**src/rtl/mmh3_pkg.sv**
```systemverilog
// Package for the MurmurHash3 x64 128-bit engine.
// Holds the word types, mixing constants, command and status structs and helper functions.
// No dependencies.
`timescale 1ns / 1ps

package mmh3_pkg;

    // Input word: one 16-byte block of the message, little-endian.
    typedef struct packed {
        logic [63:0] bytes_low;
        logic [63:0] bytes_high;
        logic [4:0]  byte_count;
        logic        last;
    } in_word_t;

    // Output word: the two halves of the 128-bit hash.
    typedef struct packed {
        logic [63:0] hash_first;
        logic [63:0] hash_second;
    } out_word_t;

    // Mixing and finalizer constants.
    localparam logic [63:0] MIX_C1  = 64'h87c37b91114253d5;
    localparam logic [63:0] MIX_C2  = 64'h4cf5ad432745937f;
    localparam logic [63:0] ADD_ONE = 64'h0000000052dce729;
    localparam logic [63:0] ADD_TWO = 64'h0000000038495ab5;
    localparam logic [63:0] FIN_M1  = 64'hff51afd7ed558ccd;
    localparam logic [63:0] FIN_M2  = 64'hc4ceb9fe1a85ec53;

    // Constant pair selection for the two multiply units.
    localparam logic [1:0] MUL_KEY_A = 2'd0;  // lane one C1, lane two C2
    localparam logic [1:0] MUL_KEY_B = 2'd1;  // lane one C2, lane two C1
    localparam logic [1:0] MUL_FIN_A = 2'd2;  // both lanes FIN_M1
    localparam logic [1:0] MUL_FIN_B = 2'd3;  // both lanes FIN_M2

    // Commands from the controller to the datapath.
    typedef struct packed {
        logic       load;
        logic       mul_issue;
        logic [1:0] mul_sel;
        logic       mul_write;
        logic       rot_keys;
        logic       mix_one;
        logic       scale_one;
        logic       mix_two;
        logic       scale_two;
        logic       tail_mix;
        logic       fold_len;
        logic       add_one;
        logic       add_two;
        logic       xs_lanes;
        logic       xs_keys;
        logic       sum_lanes;
        logic       out_load;
    } cmd_t;

    // Status from the datapath to the controller.
    typedef struct packed {
        logic full;
        logic last;
    } stat_t;

    // Rotate a 64-bit word left by a fixed amount.
    function automatic logic [63:0] rotl64(input logic [63:0] x, input logic [5:0] r);
        return (x << r) | (x >> (7'd64 - {1'b0, r}));
    endfunction

    // Keep the lowest n bytes of a word, n from 0 to 7.
    function automatic logic [63:0] low_bytes(input logic [63:0] x, input logic [2:0] n);
        logic [63:0] m;
        m = '0;
        for (int i = 0; i < 8; i++) begin
            if (3'(i) < n) begin
                m[i*8 +: 8] = 8'hff;
            end
        end
        return x & m;
    endfunction

endpackage

```
**src/rtl/mmh3_ctrl.sv**
```systemverilog
// Controller of the MurmurHash3 x64 128-bit engine: sequences body, tail and finalizer steps.
// Drives mmh3_datapath through cmd_t; depends on mmh3_pkg.
`timescale 1ns / 1ps

module mmh3_ctrl
    import mmh3_pkg::*;
(
    input  logic  aclk,
    input  logic  aresetn,
    input  logic  s_valid,
    output logic  s_ready,
    output logic  m_valid,
    input  logic  m_ready,
    input  stat_t stat,
    output cmd_t  cmd
);

    localparam logic [4:0] ST_IDLE  = 5'd0;
    localparam logic [4:0] ST_KM1   = 5'd1;
    localparam logic [4:0] ST_KM1W  = 5'd2;
    localparam logic [4:0] ST_KROT  = 5'd3;
    localparam logic [4:0] ST_KM2   = 5'd4;
    localparam logic [4:0] ST_KM2W  = 5'd5;
    localparam logic [4:0] ST_H1MIX = 5'd6;
    localparam logic [4:0] ST_H1SCL = 5'd7;
    localparam logic [4:0] ST_H2MIX = 5'd8;
    localparam logic [4:0] ST_H2SCL = 5'd9;
    localparam logic [4:0] ST_TAIL  = 5'd10;
    localparam logic [4:0] ST_FOLD  = 5'd11;
    localparam logic [4:0] ST_ADD1  = 5'd12;
    localparam logic [4:0] ST_ADD2  = 5'd13;
    localparam logic [4:0] ST_XS0   = 5'd14;
    localparam logic [4:0] ST_FM1   = 5'd15;
    localparam logic [4:0] ST_FM1W  = 5'd16;
    localparam logic [4:0] ST_XS1   = 5'd17;
    localparam logic [4:0] ST_FM2   = 5'd18;
    localparam logic [4:0] ST_FM2W  = 5'd19;
    localparam logic [4:0] ST_XS2   = 5'd20;
    localparam logic [4:0] ST_SUM   = 5'd21;
    localparam logic [4:0] ST_OUT   = 5'd22;

    logic [4:0] state_reg, state_next;
    logic       m_valid_reg, m_valid_next;

    // State transitions and command decode.
    always_comb begin
        state_next = state_reg;
        cmd        = '0;
        s_ready    = 1'b0;
        case (state_reg)
            ST_IDLE: begin
                s_ready = 1'b1;
                if (s_valid) begin
                    cmd.load   = 1'b1;
                    state_next = ST_KM1;
                end
            end
            ST_KM1: begin
                cmd.mul_issue = 1'b1;
                cmd.mul_sel   = MUL_KEY_A;
                state_next    = ST_KM1W;
            end
            ST_KM1W: begin
                cmd.mul_write = 1'b1;
                state_next    = ST_KROT;
            end
            ST_KROT: begin
                cmd.rot_keys = 1'b1;
                state_next   = ST_KM2;
            end
            ST_KM2: begin
                cmd.mul_issue = 1'b1;
                cmd.mul_sel   = MUL_KEY_B;
                state_next    = ST_KM2W;
            end
            ST_KM2W: begin
                cmd.mul_write = 1'b1;
                state_next    = stat.full ? ST_H1MIX : ST_TAIL;
            end
            ST_H1MIX: begin
                cmd.mix_one = 1'b1;
                state_next  = ST_H1SCL;
            end
            ST_H1SCL: begin
                cmd.scale_one = 1'b1;
                state_next    = ST_H2MIX;
            end
            ST_H2MIX: begin
                cmd.mix_two = 1'b1;
                state_next  = ST_H2SCL;
            end
            ST_H2SCL: begin
                cmd.scale_two = 1'b1;
                state_next    = stat.last ? ST_FOLD : ST_IDLE;
            end
            ST_TAIL: begin
                cmd.tail_mix = 1'b1;
                state_next   = ST_FOLD;
            end
            ST_FOLD: begin
                cmd.fold_len = 1'b1;
                state_next   = ST_ADD1;
            end
            ST_ADD1: begin
                cmd.add_one = 1'b1;
                state_next  = ST_ADD2;
            end
            ST_ADD2: begin
                cmd.add_two = 1'b1;
                state_next  = ST_XS0;
            end
            ST_XS0: begin
                cmd.xs_lanes = 1'b1;
                state_next   = ST_FM1;
            end
            ST_FM1: begin
                cmd.mul_issue = 1'b1;
                cmd.mul_sel   = MUL_FIN_A;
                state_next    = ST_FM1W;
            end
            ST_FM1W: begin
                cmd.mul_write = 1'b1;
                state_next    = ST_XS1;
            end
            ST_XS1: begin
                cmd.xs_keys = 1'b1;
                state_next  = ST_FM2;
            end
            ST_FM2: begin
                cmd.mul_issue = 1'b1;
                cmd.mul_sel   = MUL_FIN_B;
                state_next    = ST_FM2W;
            end
            ST_FM2W: begin
                cmd.mul_write = 1'b1;
                state_next    = ST_XS2;
            end
            ST_XS2: begin
                cmd.xs_keys = 1'b1;
                state_next  = ST_SUM;
            end
            ST_SUM: begin
                cmd.sum_lanes = 1'b1;
                state_next    = ST_OUT;
            end
            ST_OUT: begin
                // Wait until the output register is free.
                if (!m_valid_reg || m_ready) begin
                    cmd.out_load = 1'b1;
                    state_next   = ST_IDLE;
                end
            end
            default: begin
                state_next = ST_IDLE;
            end
        endcase
    end

    // Output valid: set on a new result, cleared when the word is taken.
    always_comb begin
        if (cmd.out_load) begin
            m_valid_next = 1'b1;
        end else if (m_ready) begin
            m_valid_next = 1'b0;
        end else begin
            m_valid_next = m_valid_reg;
        end
    end

    always_ff @(posedge aclk) begin
        if (!aresetn) begin
            state_reg   <= ST_IDLE;
            m_valid_reg <= 1'b0;
        end else begin
            state_reg   <= state_next;
            m_valid_reg <= m_valid_next;
        end
    end

    assign m_valid = m_valid_reg;

endmodule

```
**config.mk**
```make
export PLATFORM = sky130hd
export DESIGN_NAME = mmh3_ctrl
export DESIGN_NICKNAME = d
export VERILOG_FILES = /design/src/rtl/mmh3_pkg.sv /design/src/rtl/mmh3_ctrl.sv
export SDC_FILE = /design/constraint.sdc
export NUM_CORES = 1
export LEC_CHECK = 0
export BUFFER_PORTS_ARGS = -buffer_cell sky130_fd_sc_hd__buf_2
export CAP_MARGIN = 20
export CORE_MARGIN = 2
export CORE_UTILIZATION = 35
export DETAILED_ROUTE_END_ITERATION = 7
export PLACE_DENSITY = 0.61
export SYNTH_ARGS = -nofsm -noshare
export SYNTH_HDL_FRONTEND = slang
export SYNTH_SLANG_ARGS = --single-unit
```
**constraint.sdc**
```tcl
create_clock -name aclk -period 1.5 [get_ports aclk]
set_input_delay 0.15 -clock aclk [delete_from_list [all_inputs] [get_ports aclk]]
set_output_delay 0.15 -clock aclk [all_outputs]
set_load 0.05 [all_outputs]
```
==> run_results.csv <==
group,metric,value,unit
synthesis,synth_edf_count,0,
floorplan,fp-row-count,15,
synthesis,synth_top_area_share,19.1,%
finish,area_delta_synth_final,89.8,%
power_and_ir_drop,leakagePower,0.523,nW
placed_design,dp_hpwl,1440,um
clocking,cts_root_buffer,"clkbuf_4",
synthesis,yosysTopAreaCell,"dfxtp_1",
synthesis,ys_seq_elements,6,
setup_path,cp_data_required_time,1.35,ns
sta,maxSlewViolCount,0,
finish,num-fill-cells,141,
floorplan,core,1710,um^2
setup_path,worstRegToRegCells,6,
placed_design,port-buffer-count,25,
setup_path,crit_chain,"buf_4 > nor4b_4 > and2_4 > buf_8",
worst_hold_path,hold_path.startpoint,"aresetn",
global_routing,grt_max_degree,13,
run,cap_violations,0,
finish,final_cells,160,
setup_path,endpoint_kind,"output port",
floorplan,ios,26,
finish,largest_reg_flops,5,
drt,wl_met3,53,um
finish,fin_util,69.8,%
finish,num_antenna_cells,0,
power_and_ir_drop,finalPower,0.707,mW
synthesis,synth.most_common_cell,"nor2_1",
drt,detail_route.wirelength,2060,um
clocking,clkSinkCount,6,
global_routing,antenna_found_initial,0,
floorplan,die-height,46.4,um
global_routing,grt_usage,19.7,%
synthesis,synthArstFlopShare,0,%
setup_path,worstPathArrival,1.39,ns
drt,final_antenna_net_count,0,
finish,drive_above_1_share,65.2,%
synthesis,syn_inst,93,
setup_path,cp_max_fo,5,
sta,tightestPinTransition,0.249,ns
synthesis,ys_types,30,
drt,wl_per_cell,12.9,um
sta,fmax,648,MHz
sta,post-route-period-util,103,%
clocking,clockBufferDepth,2,
global_routing,grt_pass1_wl,3040,um
synthesis,synth-main-ff-cell,"dfxtp_1",
drt,wl_met1,793,um
sta,fin_ws,-0.0431,ns
placed_design,gp_congestion,0.787,
setup_path,slowest_stage,"dfxtp_4",
worst_hold_path,min_path_cells,3,
synthesis,synth.cells.most_frequent,"16 x nor2_1, 8 x nand2_1, 7 x a21oi_1, 7 x nor3_1",
setup_path,setup.worst_path.start,"state_reg[1]$_SDFFE_PN0P_",
worst_hold_path,hp-class,"in2reg",
clocking,cts_made_buffers,3,
status,violations,"setup timing",
clocking,cts-htree-levels,1,
setup_path,start_kind,"flop",
sta,setup_tns,-0.0701,ns
floorplan,initial_core_util,36.8,%
setup_path,critPathKind,"reg2out",
synthesis,syn_area,628,um^2
synthesis,seq_area_frac_synth,19.1,%
clocking,clk_latency,0.24,ns
drt,route.met2.wl,1190,um
sta,slew_headroom,83.2,%
setup_path,reg2reg_from,"state_reg[1]$_SDFFE_PN0P_",
power_and_ir_drop,max-vdd-ir-drop,0.462,mV
power_and_ir_drop,p_per_area,593,nW/um^2
drt,drt_iter0_markers,5,
synthesis,syn-num-nets,99,
sta,setup_violations,2,
sta,hold_viol,0,
synthesis,ys_warn_count,0,
floorplan,die_area,2150,um^2
sta,hold_ws,0.178,ns
clocking,cts_tree,"built",
drt,num_vias,788,
global_routing,grt-ovfl-total,0,
sta,post-route-min-period,1.54,ns
sta,clock_skew,0.00311,ns
sta,rsz0062_at_grt,"yes",
drt,viasPerCell,4.93,
global_routing,grt_pass1_vias,715,
setup_path,max_stage_delay,0.36,ns
status,run_status,"complete, but fails checks",
drt,first_pass_iters,4,
synthesis,ys_top_cells_by_area,"dfxtp_1 19%, nor2_1 9.6%, a21oi_1 5.6%",
clocking,cts.clk_slew.worst_paths,0.04,ns
finish,finalNetCount,143,
placed_design,placed_cells,150,
drt,drc,0,
synthesis,syn_area_per_cell,6.75,um^2
floorplan,die_w,46.4,um
clocking,holdBufCountCts,0,
drt,top_layer_used,"met4",
-- area by class of cell --
type                            count  area, um^2  area share, %
Inverter                            4        15.0           1.26
Multi-Input combinational cell     73         572           48.0
Timing Repair Buffer               49         415           34.8
Clock buffer                        3        22.5           1.89
Tap cell                           25        31.3           2.62
Sequential cell                     6         136           11.4
-- metal layers --
metal,vias up,track usage (%)
li1,403,-
met1,364,21.5
met2,19,37.8
met3,2,4.71
met4,0,4.00
met5,-,0
-- power breakdown --
group / internal (mW) / switching (mW) / leakage (nW) / total (mW)
logic: 0.170 / 0.207 / 0.457 / 0.376
clock network: 0.0901 / 0.0522 / 0.0138 / 0.142
registers: 0.167 / 0.0208 / 0.0522 / 0.188
total: 0.427 / 0.280 / 0.523 / 0.707
-- logic make-up after synthesis --
| group | share of synthesized area (%) |
|---|---|
| compound gates | 21.3 |
| flops | 19.1 |
| mux | 1.79 |
| buf+inv | 12.5 |
| simple gates | 41.0 |
| xor+xnor | 4.18 |
-- repair_timing --
action                     CTS  global route
buffers inserted             3             4
resized for setup           42            17
pin swaps                    3             3
setup endpoints to repair   19            17
-- cell usage in the layout (no fill, tap or decap), drive strengths merged, types with 3 or more instances in the layout --
cell	netlist	final
inv	4	4
nor2b	5	5
nand2	9	9
dfxtp	6	6
nand2b	4	4
nor3	7	7
nor2	16	16
xnor2	3	3
a21oi	7	7
clkbuf	0	3
buf	10	49
-- per-stage QoR --
step,instance area [um^2],worst slack [ns]
3_3_place_gp,917,0.0194
5_1_grt,1190,-0.103
6_report,1190,-0.0431
2_1_floorplan,701,-0.226
3_5_place_dp,917,-0.00464
4_1_cts,1090,-0.0356
-- critical path, delay by kind of cell (launching register included) --
kind          cells  cell delay, ns
simple gates      2            0.50
flops             1            0.36
buf+inv           2            0.30
-- path summary, 6_finish.rpt --
kind | slack, ns | to
max | -0.04 | cmd[17]
min | 0.18 | m_valid$_SDFFE_PN0P_
min reg2reg | 0.66 | m_valid$_SDFFE_PN0P_
max reg2reg | 0.12 | state_reg[1]$_SDFFE_PN0P_
Power figures use the tool's default switching activity.
